<file path="src/i2cra_pkg.sv">
package i2cra_pkg;

	localparam int unsigned CFG_INDEX_W = 2;

	localparam logic [CFG_INDEX_W-1:0] CFG_DEVICE_ADDRESS_BYTE = 2'd0;
	localparam logic [CFG_INDEX_W-1:0] CFG_TURNAROUND_TICKS    = 2'd1;

	localparam logic [7:0] DEVICE_ADDRESS_RESET = 8'h80;
	localparam logic [2:0] TURNAROUND_RESET     = 3'd5;

	localparam logic [1:0] KIND_TICK  = 2'd0;
	localparam logic [1:0] KIND_WRITE = 2'd1;
	localparam logic [1:0] KIND_READ  = 2'd2;

	typedef struct packed {
		logic [1:0]  kind;
		logic [6:0]  reg_index;
		logic [15:0] write_value;
		logic        sda_in;
	} i2cra_in_t;

	typedef struct packed {
		logic        scl_level;
		logic        sda_level;
		logic        sda_drive_enable;
		logic        busy_res;
		logic        done_res;
		logic        ack_error;
		logic [15:0] read_value;
	} i2cra_out_t;

endpackage

</file>
<file path="src/i2c_register_access_master_core.sv">
// channel   direction  handshake            payload
// in        input      in_valid / in_stall  in_data (kind, reg_index, write_value, sda_in)
// out       output     out_valid / out_stall out_data (lines, busy, done, error, read word)
// cfg       input      cfg_valid / cfg_ready cfg_index, cfg_data
//
// one tick per clock cycle while in_valid is high and in_stall low: the sequencer step
// is one pass of logic from the state registers into the result register
// in_stall is high only while the result register is full and out_stall holds it
// a completed bus transaction of n ticks costs n accepted items
// arst_n clears the sequencer to idle with scl and sda high and driven
module i2c_register_access_master_core (
	input  logic                          clk,
	input  logic                          arst_n,
	input  logic                          in_valid,
	output logic                          in_stall,
	input  i2cra_pkg::i2cra_in_t          in_data,
	output logic                          out_valid,
	input  logic                          out_stall,
	output i2cra_pkg::i2cra_out_t         out_data,
	input  logic                          cfg_valid,
	output logic                          cfg_ready,
	input  logic [i2cra_pkg::CFG_INDEX_W-1:0] cfg_index,
	input  logic [7:0]                    cfg_data
);
	import i2cra_pkg::*;

	localparam logic [4:0] PH_IDLE     = 5'd0;
	localparam logic [4:0] PH_START0   = 5'd1;
	localparam logic [4:0] PH_START1   = 5'd2;
	localparam logic [4:0] PH_START2   = 5'd3;
	localparam logic [4:0] PH_START3   = 5'd4;
	localparam logic [4:0] PH_TX_SET   = 5'd5;
	localparam logic [4:0] PH_TX_HIGH  = 5'd6;
	localparam logic [4:0] PH_TX_LOW   = 5'd7;
	localparam logic [4:0] PH_ACK_WAIT = 5'd8;
	localparam logic [4:0] PH_ACK_HIGH = 5'd9;
	localparam logic [4:0] PH_ACK_LOW  = 5'd10;
	localparam logic [4:0] PH_ACK_OUT  = 5'd11;
	localparam logic [4:0] PH_RX_WAIT  = 5'd12;
	localparam logic [4:0] PH_RX_HIGH  = 5'd13;
	localparam logic [4:0] PH_RX_LOW   = 5'd14;
	localparam logic [4:0] PH_RX_OUT   = 5'd15;
	localparam logic [4:0] PH_MA_SET   = 5'd16;
	localparam logic [4:0] PH_MA_HIGH  = 5'd17;
	localparam logic [4:0] PH_MA_LOW   = 5'd18;
	localparam logic [4:0] PH_STOP0    = 5'd19;
	localparam logic [4:0] PH_STOP1    = 5'd20;
	localparam logic [4:0] PH_STOP2    = 5'd21;
	localparam logic [4:0] PH_STOP3    = 5'd22;

	logic [7:0]  dev_addr_q;
	logic [2:0]  turn_q;
	logic [4:0]  phase_q, phase_n;
	logic [3:0]  bit_cnt_q, bit_cnt_n;
	logic [1:0]  byte_idx_q, byte_idx_n;
	logic [7:0]  shift_q, shift_n;
	logic [2:0]  wait_q, wait_n;
	logic [15:0] word_q, word_n;
	logic        rd_q, rd_n;
	logic [6:0]  reg_idx_q, reg_idx_n;
	logic [15:0] wr_val_q, wr_val_n;
	logic        nack_q, nack_n;
	logic        scl_q, scl_n;
	logic        sda_q, sda_n;
	logic        en_q, en_n;
	logic        in_accept;
	logic        out_valid_q;
	i2cra_out_t  out_data_q;
	i2cra_out_t  res;
	logic [2:0]  turn_len;
	logic [3:0]  bit_inc;
	logic        done_c;

	assign cfg_ready = 1'b1;
	assign in_stall  = out_valid_q & out_stall;
	assign in_accept = in_valid & ~in_stall;
	assign out_valid = out_valid_q;
	assign out_data  = out_data_q;
	assign turn_len  = (turn_q == 3'd0) ? 3'd1 : turn_q;
	assign bit_inc   = bit_cnt_q + 4'd1;

	always_comb begin
		phase_n    = phase_q;
		bit_cnt_n  = bit_cnt_q;
		byte_idx_n = byte_idx_q;
		shift_n    = shift_q;
		wait_n     = wait_q;
		word_n     = word_q;
		rd_n       = rd_q;
		reg_idx_n  = reg_idx_q;
		wr_val_n   = wr_val_q;
		nack_n     = nack_q;
		scl_n      = scl_q;
		sda_n      = sda_q;
		en_n       = en_q;
		done_c     = 1'b0;

		if (phase_q == PH_IDLE && (in_data.kind == KIND_WRITE || in_data.kind == KIND_READ)) begin
			rd_n       = (in_data.kind == KIND_READ);
			reg_idx_n  = in_data.reg_index;
			wr_val_n   = in_data.write_value;
			nack_n     = 1'b0;
			word_n     = '0;
			byte_idx_n = 2'd0;
			phase_n    = PH_START0;
		end

		unique case (phase_n)
			PH_IDLE: begin
			end
			PH_START0: begin
				sda_n = 1'b1; en_n = 1'b1; phase_n = PH_START1;
			end
			PH_START1: begin
				scl_n = 1'b1; phase_n = PH_START2;
			end
			PH_START2: begin
				sda_n = 1'b0; phase_n = PH_START3;
			end
			PH_START3: begin
				scl_n      = 1'b0;
				byte_idx_n = 2'd0;
				shift_n    = dev_addr_q;
				bit_cnt_n  = 4'd0;
				phase_n    = PH_TX_SET;
			end
			PH_TX_SET: begin
				sda_n = shift_q[7]; en_n = 1'b1; phase_n = PH_TX_HIGH;
			end
			PH_TX_HIGH: begin
				scl_n = 1'b1; phase_n = PH_TX_LOW;
			end
			PH_TX_LOW: begin
				scl_n     = 1'b0;
				shift_n   = {shift_q[6:0], 1'b0};
				bit_cnt_n = bit_inc;
				if (bit_inc < 4'd8) begin
					phase_n = PH_TX_SET;
				end else if (byte_idx_q == 2'd3) begin
					phase_n = PH_MA_SET;
				end else begin
					wait_n  = turn_len;
					phase_n = PH_ACK_WAIT;
				end
			end
			PH_ACK_WAIT, PH_RX_WAIT: begin
				en_n = 1'b0;
				if (wait_q > 3'd1) begin
					wait_n = wait_q - 3'd1;
				end else begin
					wait_n  = 3'd0;
					phase_n = (phase_q == PH_ACK_WAIT) ? PH_ACK_HIGH : PH_RX_HIGH;
				end
			end
			PH_ACK_HIGH: begin
				scl_n = 1'b1; phase_n = PH_ACK_LOW;
			end
			PH_ACK_LOW: begin
				if (in_data.sda_in) begin
					nack_n = 1'b1;
				end
				scl_n = 1'b0; phase_n = PH_ACK_OUT;
			end
			PH_ACK_OUT: begin
				en_n = 1'b1;
				if (nack_q) begin
					phase_n = PH_STOP0;
				end else if (byte_idx_q == 2'd0) begin
					byte_idx_n = 2'd1;
					shift_n    = {reg_idx_q, rd_q};
					bit_cnt_n  = 4'd0;
					phase_n    = PH_TX_SET;
				end else if (byte_idx_q == 2'd1) begin
					byte_idx_n = 2'd2;
					bit_cnt_n  = 4'd0;
					if (rd_q) begin
						shift_n = 8'd0;
						wait_n  = turn_len;
						phase_n = PH_RX_WAIT;
					end else begin
						shift_n = wr_val_q[15:8];
						phase_n = PH_TX_SET;
					end
				end else begin
					byte_idx_n = 2'd3;
					shift_n    = wr_val_q[7:0];
					bit_cnt_n  = 4'd0;
					phase_n    = PH_TX_SET;
				end
			end
			PH_RX_HIGH: begin
				scl_n = 1'b1; phase_n = PH_RX_LOW;
			end
			PH_RX_LOW: begin
				shift_n   = {shift_q[6:0], in_data.sda_in};
				scl_n     = 1'b0;
				bit_cnt_n = bit_inc;
				if (bit_inc < 4'd8) begin
					phase_n = PH_RX_HIGH;
				end else begin
					if (byte_idx_q == 2'd2) begin
						word_n = {shift_q[6:0], in_data.sda_in, word_q[7:0]};
					end else begin
						word_n = {word_q[15:8], shift_q[6:0], in_data.sda_in};
					end
					wait_n  = turn_len;
					phase_n = PH_RX_OUT;
				end
			end
			PH_RX_OUT: begin
				en_n = 1'b1;
				if (wait_q > 3'd1) begin
					wait_n = wait_q - 3'd1;
				end else begin
					wait_n  = 3'd0;
					phase_n = PH_MA_SET;
				end
			end
			PH_MA_SET: begin
				sda_n = ~(rd_q && byte_idx_q == 2'd2); en_n = 1'b1; phase_n = PH_MA_HIGH;
			end
			PH_MA_HIGH: begin
				scl_n = 1'b1; phase_n = PH_MA_LOW;
			end
			PH_MA_LOW: begin
				scl_n = 1'b0;
				if (rd_q && byte_idx_q == 2'd2) begin
					byte_idx_n = 2'd3;
					shift_n    = 8'd0;
					bit_cnt_n  = 4'd0;
					wait_n     = turn_len;
					phase_n    = PH_RX_WAIT;
				end else begin
					phase_n = PH_STOP0;
				end
			end
			PH_STOP0: begin
				scl_n = 1'b0; phase_n = PH_STOP1;
			end
			PH_STOP1: begin
				sda_n = 1'b0; en_n = 1'b1; phase_n = PH_STOP2;
			end
			PH_STOP2: begin
				scl_n = 1'b1; phase_n = PH_STOP3;
			end
			PH_STOP3: begin
				sda_n   = 1'b1;
				done_c  = 1'b1;
				phase_n = PH_IDLE;
			end
			default: begin
				phase_n = PH_IDLE;
			end
		endcase

		res.scl_level        = scl_n;
		res.sda_level        = sda_n;
		res.sda_drive_enable = en_n;
		res.busy_res         = (phase_n != PH_IDLE);
		res.done_res         = done_c;
		res.ack_error        = done_c & nack_q;
		res.read_value       = (done_c && rd_q && !nack_q) ? word_q : 16'd0;
	end

	always_ff @(posedge clk or negedge arst_n) begin
		if (!arst_n) begin
			dev_addr_q <= DEVICE_ADDRESS_RESET;
			turn_q     <= TURNAROUND_RESET;
		end else if (cfg_valid && cfg_ready) begin
			unique case (cfg_index)
				CFG_DEVICE_ADDRESS_BYTE: dev_addr_q <= cfg_data;
				CFG_TURNAROUND_TICKS:    turn_q     <= cfg_data[2:0];
				default: begin
				end
			endcase
		end
	end

	always_ff @(posedge clk or negedge arst_n) begin
		if (!arst_n) begin
			phase_q    <= PH_IDLE;
			bit_cnt_q  <= '0;
			byte_idx_q <= '0;
			shift_q    <= '0;
			wait_q     <= '0;
			word_q     <= '0;
			rd_q       <= 1'b0;
			reg_idx_q  <= '0;
			wr_val_q   <= '0;
			nack_q     <= 1'b0;
			scl_q      <= 1'b1;
			sda_q      <= 1'b1;
			en_q       <= 1'b1;
		end else if (in_accept) begin
			phase_q    <= phase_n;
			bit_cnt_q  <= bit_cnt_n;
			byte_idx_q <= byte_idx_n;
			shift_q    <= shift_n;
			wait_q     <= wait_n;
			word_q     <= word_n;
			rd_q       <= rd_n;
			reg_idx_q  <= reg_idx_n;
			wr_val_q   <= wr_val_n;
			nack_q     <= nack_n;
			scl_q      <= scl_n;
			sda_q      <= sda_n;
			en_q       <= en_n;
		end
	end

	always_ff @(posedge clk or negedge arst_n) begin
		if (!arst_n) begin
			out_valid_q <= 1'b0;
		end else if (in_accept) begin
			out_valid_q <= 1'b1;
		end else if (!out_stall) begin
			out_valid_q <= 1'b0;
		end
	end

	always_ff @(posedge clk) begin
		if (in_accept) begin
			out_data_q <= res;
		end
	end

	// a finished transaction leaves the sequencer idle
	a_done_not_busy: assert property (@(posedge clk) disable iff (!arst_n)
		out_valid_q && out_data_q.done_res |-> !out_data_q.busy_res && phase_q == PH_IDLE)
		else $error("done reported while sequencer still busy");

	// error and read word only travel with done
	a_err_with_done: assert property (@(posedge clk) disable iff (!arst_n)
		out_valid_q && (out_data_q.ack_error || out_data_q.read_value != 16'd0)
		|-> out_data_q.done_res)
		else $error("error or read data outside done");

	// result busy flag mirrors the stored phase
	a_busy_phase: assert property (@(posedge clk) disable iff (!arst_n)
		out_valid_q |-> out_data_q.busy_res == (phase_q != PH_IDLE))
		else $error("busy flag disagrees with phase");

	// a held result keeps the sequencer frozen
	a_hold_freezes: assert property (@(posedge clk) disable iff (!arst_n)
		in_stall |=> $stable(phase_q) && $stable(bit_cnt_q))
		else $error("sequencer moved while result held");

	// bit counter never runs past one byte
	a_bit_cnt: assert property (@(posedge clk) disable iff (!arst_n)
		bit_cnt_q <= 4'd8)
		else $error("bit counter out of range");

endmodule
</file>
<file path="config.mk">
export PLATFORM = sky130hd
export DESIGN_NAME = i2c_register_access_master_core
export DESIGN_NICKNAME = d
export VERILOG_FILES = /design/src/i2cra_pkg.sv /design/src/i2c_register_access_master_core.sv
export SDC_FILE = /design/constraint.sdc
export NUM_CORES = 1
export LEC_CHECK = 0
export ABC_CLOCK_PERIOD_IN_PS = 6000
export BUFFER_PORTS_ARGS = -buffer_cell sky130_fd_sc_hd__buf_2
export CAP_MARGIN = 40
export CORE_MARGIN = 3
export CORE_UTILIZATION = 40
export DETAILED_ROUTE_END_ITERATION = 8
export PLACE_DENSITY = 0.57
export RECOVER_POWER = 25
export SETUP_SLACK_MARGIN = 0.3
export SYNTH_ARGS = -nofsm -noshare
export SYNTH_HDL_FRONTEND = slang
export SYNTH_SLANG_ARGS = --single-unit
</file>
<file path="constraint.sdc">
create_clock -name clk -period 6 [get_ports clk]
set_input_delay 1.8 -clock clk [delete_from_list [all_inputs] [get_ports clk]]
set_output_delay 1.8 -clock clk [all_outputs]
set_load 0.01 [all_outputs]
</file>
======== Word level (Yosys, flattened, before mapping) ========
Cells that the tools add are included.
Widths: inputs -> output; s select.
word-level totals
  input port bits ......................... 41
  logic and storage cells ................. 156
  bits in registers ....................... 100
cells by class
  equality and inequality tests ........... 40
  magnitude comparators ................... 2
  add/subtract/negate cells ............... 2
  reductions and logical operators ........ 31
  mux-type cells .......................... 52
  bitwise logic cells ..................... 5
operators with widths
  cell                number
  $pmux 5 s21         1
  $mux 16             4
  $eq 5x4->1 const B  9
  $mux 5              9
  $mux 8              5
  $pmux 8 s5          1
  $eq 5x5->1 const B  7
  $mux 3              11
  $eq 5x3->1 const B  4
  $reduce_or 6->1     3
  $ne 2x2->1 const B  8
  $pmux 4 s4          1
  $pmux 3 s5          1
  $reduce_bool 5->1   3
  $mux 4              3
  $eq 5x2->1 const B  2
  $logic_not 5->1     2
  $mux 2              5
  $reduce_and 10->1   1
  $reduce_and 2->1    5
  $reduce_and 4->1    2
  $reduce_or 2->1     4
  $mux 1              7
  $eq 2x1->1 const B  3
  20 further kinds    31

======== Logic depth before layout (Yosys ltp) ========
Gate-level depths: netlist of run 1.
  depth after elaboration ................. 8
  mapped depth ............................ 8
  mapped depth without buffers ............ 8

======== Worst setup path before layout of run 1 ========
Ideal clock, no wire load.
  path type ............................... input port to output port
  from .................................... in out_stall
  to ...................................... out in_stall
  data required time ...................... 4.200 ns
  path slack .............................. 2.246 ns
  arrival time ............................ 1.954 ns
  cell stages on the path ................. 2
  cell sequence ........................... nand2_1 -> inv_1
between the ends
  word-level cells in the longest chain between the ends .. 1
RTL lines
  element      line                                   RTL
  from (decl)  i2c_register_access_master_core.sv:18  input logic out_stall,
  $and 1x1->1  i2c_register_access_master_core.sv:75  assign in_stall = out_valid_q & out_stall;
  to (decl)    i2c_register_access_master_core.sv:15  output logic in_stall,
Every way passes these cells.

======== Worst setup path after layout of run 1 ========
Ends and elaborated chain as after synthesis.

==> impl_metrics.yaml, run 1 <==
sta:
  max_slew.worst_pin.slew_ns: 1.70
  fin_skew_ns: 0.00356
  finalSetupTns_ns: 0
  post-route-worst-setup-slack_ns: 2.04
  hold_viol_final: 0
  min_period_ns: 3.96
  setup_violations: 0
  fmaxAchievable_mhz: 253
  finalMaxSlewViolations: 27
  post-route-period-util: 0.660
  rsz0062_at_grt: "false"
  maxSlewHeadroom: -0.132
finish:
  regArea_sq_um: 2620
  num-fill-cells: 1121
  final_cells: 641
  drive_gt1_frac: 0.285
  syn_to_final_growth_pct: 14.4
  fin_nets: 538
  multi_input_area_sq_um: 2080
  diodes: 0
clock_network:
  cts_root_buffer: "clkbuf_16"
  cts_num_sinks: 100
  h-tree-depth: 3
  cts_tree: "built"
  clock_latency_ns: 0.34
  cts_made_buffers: 9
  cts_buffer_depth: 2
  postCtsHoldBufs: 0
  clkTransAtPathRegs_ns: 0.07
  postCtsSetupBuffers: 0
  post_cts_resized: 0
outcome:
  violations: "capacitance limit, slew limit"
  outcome: "finished, violations left"
power_and_ir_drop:
  powerDensity_nw_per_um2: 423
  p_switching_uw: 845
  irDropWorstVdd_mv: 0.188
  p_leak_nw: 2.38
  clkPwrFrac: 0.232
  seqPwrFrac: 0.469
  combPwrFrac: 0.300
  switching_share: 0.356
  internal_power_mw: 1.53
critical_path:
  cp_common_cell: "buf_2"
  r2r-start: "phase_q[0]"
  ff2ff_path_depth: 6
  cp_max_fo: 3
  end_kind: "primary output"
  worst_ep_arrival_time_ns: 2.16
  crit_family: "buffers and inverters"
  cp_slowest_stage_delay_ns: 0.13
  critPathKind: "input pin to primary output"
  timing.reg2reg.setup_slack_ns: 3.20
  crit_slowest_cell: "buf_2"
  worstPathRequired_ns: 4.20
  path_buf_inv: 3
  rr_endpoint: "bit_cnt_q[2]"
  path_cells: "buf_2 > nand2_1 > inv_1 > buf_2"
  worstSetupStartpointType: "input pin"
min_path:
  holdPathEnd: "word_q[13]"
  worstHoldPathCells: 1
  min-delay-start: "word_q[13]"
  min_path_type: "flip-flop to flip-flop"
placement:
  portBuffers: 64
  dpl.hpwl_um: 7440
  gp_congestion: 0.887
  place_ws_ns: 2.04
  dp_cells: 625
synthesis:
  netlist_instances: 438
  synth_area_leader_cell: "dfrtp_1"
  yosysSeqAreaShare: 0.535
  yosys_warnings: 0
  ys_top_cells_by_area: "dfrtp_1, edfxtp_1, mux2_2, dfstp_2, a22o_1"
  syn_nets: 483
  synthesis.area_sq_um: 4900
  ys_seq_elements: 100
  synth.avg_cell_area_sq_um: 11.2
  synth_flop_cell: "dfrtp_1"
  ys_async_sr_fraction: 0.780
  synth-edff-count: 22
  synth_top_area_share: 0.368
  synth_cell_types: 67
routing:
  dr.first_iter.drc_count: 247
  first_pass_iters: 4
  finalWirelength_um: 10600
  vias: 3589
  drc: 0
  via_per_inst: 5.60
  postRouteAntennaNets: 0
  wl_per_cell_um: 16.5
floorplan:
  design.core.area_sq_um: 11700
  die_x_um: 117
  die_area_sq_um: 13600
  io_pins: 66
  start_util: 0.418
  die_y_um: 117
  rows: 39
global_route:
  grt_pass1_vias: 3318
  grt_max_degree: 53
  grt_antenna_before_repair: 0
  grt_overflow: 0
  grt_first_pass_wirelength_um: 17600
  grt_usage: 0.163
flow_run:
  cap_violations: 1
## cell type report
| type | count | area share |
|---|---|---|
| flip-flops and latches | 100 | 0.468 |
| multi-input cells | 300 | 0.372 |
| inverters | 14 | 0.00939 |
| clock buffers | 9 | 0.0402 |
| clock inverters | 7 | 0.00894 |
| repair buffers | 68 | 0.0695 |
| well taps | 143 | 0.0320 |
## synth_stat cells, types with 4 or more instances
library cell and n:
buf_4 5, dfrtp_1 72, nor2b_1 11, nor3_1 16
and3_1 6, nor2_1 25, and2_1 19, o211ai_1 4
nand3_1 7, ha_1 4, a22o_1 17, a221oi_1 14
buf_2 13, mux2_2 37, edfxtp_1 22, nand2b_1 5
inv_1 12, clkbuf_1 4, nand2_1 27, a21oi_1 17
o21ai_0 24, dfstp_2 6
## logic make-up (layout without fill, tap and decap cells)
kind of cell / count (synthesis) / count (layout) / share of synthesized area
adder cells (fa/ha/maj): 4 / 4 / 0.0102
multiplexers: 40 / 40 / 0.0912
XOR/XNOR: 2 / 2 / 0.00358
other: 1 / 1 / 0.000766
AND/OR/NAND/NOR: 142 / 142 / 0.160
flip-flops: 100 / 100 / 0.535
buffers and inverters: 38 / 98 / 0.0394
AO/OA/AOI/OAI: 111 / 111 / 0.160
## power groups by stage
stage          sequential, mW  combinational, mW  clock (mW)
2_1_floorplan            1.01              0.621           0
3_3_place_gp             1.13              0.662           0
3_5_place_dp             1.12              0.711           0
4_1_cts                  1.11              0.713       0.562
5_1_grt                  1.14              0.801       0.594
6_report                 1.11              0.711       0.549
## sequential cells by signal, indices dropped and copies added, names as in the netlist
signal and count:
phase_q 5, scl_q 1, out_data 22, dev_addr_q 8
wait_q 3, turn_q 3, byte_idx_q 2, word_q 16
bit_cnt_q 4, out_valid 1, nack_q 1, shift_q 8
wr_val_q 16, en_q 1, reg_idx_q 7, rd_q 1
sda_q 1
## cells in the final DEF (no fill, tap or decap), drive strengths merged, types with 4 or more instances in the layout
cell type  instances
o21ai             28
nor2              28
nand2b             6
dfrtp             72
a221oi            15
and3               6
clkbuf            10
buf               67
nor2b             12
nand2             28
dfstp              6
nand3              7
nor3              18
a21oi             17
a22o              17
mux2              37
and2              19
o211ai             4
inv               14
edfxtp            22
clkinv             6
ha                 4
## worst max-delay path by stage
stage                    from       end  slack, ns  depth (start not counted)
global route        out_stall  in_stall       1.99                          4
finish              out_stall  in_stall       2.04                          4
detailed placement  out_stall  in_stall       2.04                          4
global placement    out_stall  in_stall       2.05                          4
CTS                 out_stall  in_stall       2.04                          4
floorplan           out_stall  in_stall       2.25                          2
## routing by layer
layer / GRT usage / vias up / wire [um]
li1: - / 1737 / -
met1: 0.255 / 1728 / 5310
met2: 0.235 / 118 / 4560
met3: 0.0342 / 6 / 627
met4: 0.0321 / 0 / 77
met5: 0 / - / 0
## metrics by stage
stage / util / hold slack [ns] / power [mW] / cell area (sq um)
2_1_floorplan: - / 0.464 / 1.63 / 4900
3_3_place_gp: 0.450 / 0.486 / 1.79 / 5270
3_5_place_dp: 0.455 / 0.490 / 1.83 / 5330
4_1_cts: 0.478 / 0.507 / 2.38 / 5600
5_1_grt: 0.478 / 0.522 / 2.54 / 5600
6_report: 0.478 / 0.497 / 2.37 / 5600
(Power assumes the default switching activity.)
==> run 2: changes to the inputs <==
ABC_CLOCK_PERIOD_IN_PS = 3400   (was 6000)
PLACE_DENSITY = 0.59   (was 0.57)
clock period = 3.4 ns   (was 6 ns; I/O delays follow)
==> impl_metrics.yaml, run 2 (synthesis gave the netlist of run 1 again) <==
outcome:
  outcome: "finished clean"
finish:
  num-fill-cells: 1078
  fin_nets: 542
  drive_gt1_frac: 0.293
  multi_input_area_sq_um: 2080
  final_cell_mix: "dfrtp_1, buf_2, mux2_2, nand2_1, nor2_1"
  regArea_sq_um: 2620
  layout_commonest_cell: "dfrtp_1"
  final_util: 0.481
  largest_reg_flops: 22
  syn_to_final_growth_pct: 15.1
  diodes: 0
sta:
  post-route-worst-setup-slack_ns: 0.908
  max_slew.worst_pin.slew_ns: 1.11
  min_period_ns: 2.49
  finalSetupTns_ns: 0
  setup_violations: 0
  rsz0062_at_grt: "false"
  post-route-period-util: 0.733
  hold_viol_final: 0
  fin_skew_ns: 0.00475
  holdWs_ns: 0.495
  finalMaxSlewViolations: 0
  maxSlewHeadroom: 0.262
  fmaxAchievable_mhz: 401
critical_path:
  r2r-start: "phase_q[0]"
  cp_slowest_stage_delay_ns: 0.84
  worst_ep_arrival_time_ns: 2.73
  path_cells: "nand3b_1 > nor2_2 > a221oi_2 > a21boi_2 > buf_4 > o21ai_2 > a21o_1"
  crit_family: "compound AO/OA/AOI/OAI gates"
  critPathKind: "flip-flop to flip-flop"
  cp_max_fo: 22
  rr_endpoint: "bit_cnt_q[2]"
  worstPathRequired_ns: 3.63
  ff2ff_path_depth: 7
  path_buf_inv: 1
  timing.reg2reg.setup_slack_ns: 0.91
  worstSetupStartpointType: "flip-flop"
  crit_slowest_cell: "dfrtp_1"
  end_kind: "flip-flop"
  critical_path.startpoint: "phase_q[0]"
floorplan:
  die_x_um: 117
  design.core.area_sq_um: 11700
  rows: 39
  io_pins: 66
  die_y_um: 117
  start_util: 0.418
  die_area_sq_um: 13600
power_and_ir_drop:
  p_total_mw: 4.24
  combPwrFrac: 0.292
  switching_share: 0.355
  p_leak_nw: 2.40
  internal_power_mw: 2.73
  powerDensity_nw_per_um2: 752
  p_switching_mw: 1.50
  clkPwrFrac: 0.241
  seqPwrFrac: 0.467
  irDropWorstVdd_mv: 0.313
routing:
  vias: 3565
  finalWirelength_um: 10600
  wl_per_cell_um: 16.4
  via_per_inst: 5.53
  drc: 0
  first_pass_iters: 4
  dr.first_iter.drc_count: 300
  postRouteAntennaNets: 0
min_path:
  holdPathEnd: "word_q[14]"
  min_path_type: "flip-flop to flip-flop"
  worstHoldPathCells: 1
  min-delay-start: "word_q[14]"
global_route:
  grt_pass1_vias: 3403
  grt_antenna_before_repair: 0
  grt_overflow: 0
  grt_max_degree: 64
  grt_first_pass_wirelength_um: 17700
  grt_usage: 0.165
clock_network:
  postCtsHoldBufs: 0
  clkTransAtPathRegs_ns: 0.07
  cts_made_buffers: 9
  postCtsSetupBuffers: 0
  cts_buffer_depth: 2
  cts_root_buffer: "clkbuf_16"
  clock_latency_ns: 0.34
  cts_num_sinks: 100
  post_cts_resized: 0
  h-tree-depth: 3
  cts_tree: "built"
flow_run:
  cap_violations: 0
placement:
  portBuffers: 64
  place_ws_ns: 0.723
  gp_congestion: 0.908
  dpl.hpwl_um: 7490
run 2: power by group through the flow:
stage,combinational (mW),clock (mW),sequential (mW)
2_1_floorplan,1.10,0,1.78
4_1_cts,1.24,1.05,1.97
3_3_place_gp,1.21,0,1.98
6_report,1.24,1.02,1.98
3_5_place_dp,1.24,0,2.00
5_1_grt,1.40,1.09,2.04
run 2: per-stage QoR:
step                      instances  cell area [sq um]
after floorplan                 438               4900
after global placement          628               5310
after detailed placement        629               5340
after CTS                       645               5640
after global routing            645               5630
final                           645               5630
run 2: worst max path at each step:
stage / to / depth (start not counted)
floorplan: word_q[10] / 6
global placement: out_data[18] / 8
detailed placement: out_data[18] / 8
CTS: bit_cnt_q[2] / 7
global route: wait_q[2] / 6
finish: bit_cnt_q[2] / 7
run 2: cell type report:
cell class | count | area share
clock buffers | 10 | 0.0444
clock inverters | 6 | 0.00888
inverters | 14 | 0.00933
multi-input cells | 300 | 0.370
flip-flops and latches | 100 | 0.465
well taps | 143 | 0.0318
repair buffers | 72 | 0.0708
run 2: layer usage:
metal	up-vias	global-route usage	share of wire
met5	-	0	0
met4	0	0.0550	0.011
met3	8	0.0321	0.070
met2	113	0.235	0.43
met1	1714	0.253	0.49
li1	1730	-	-
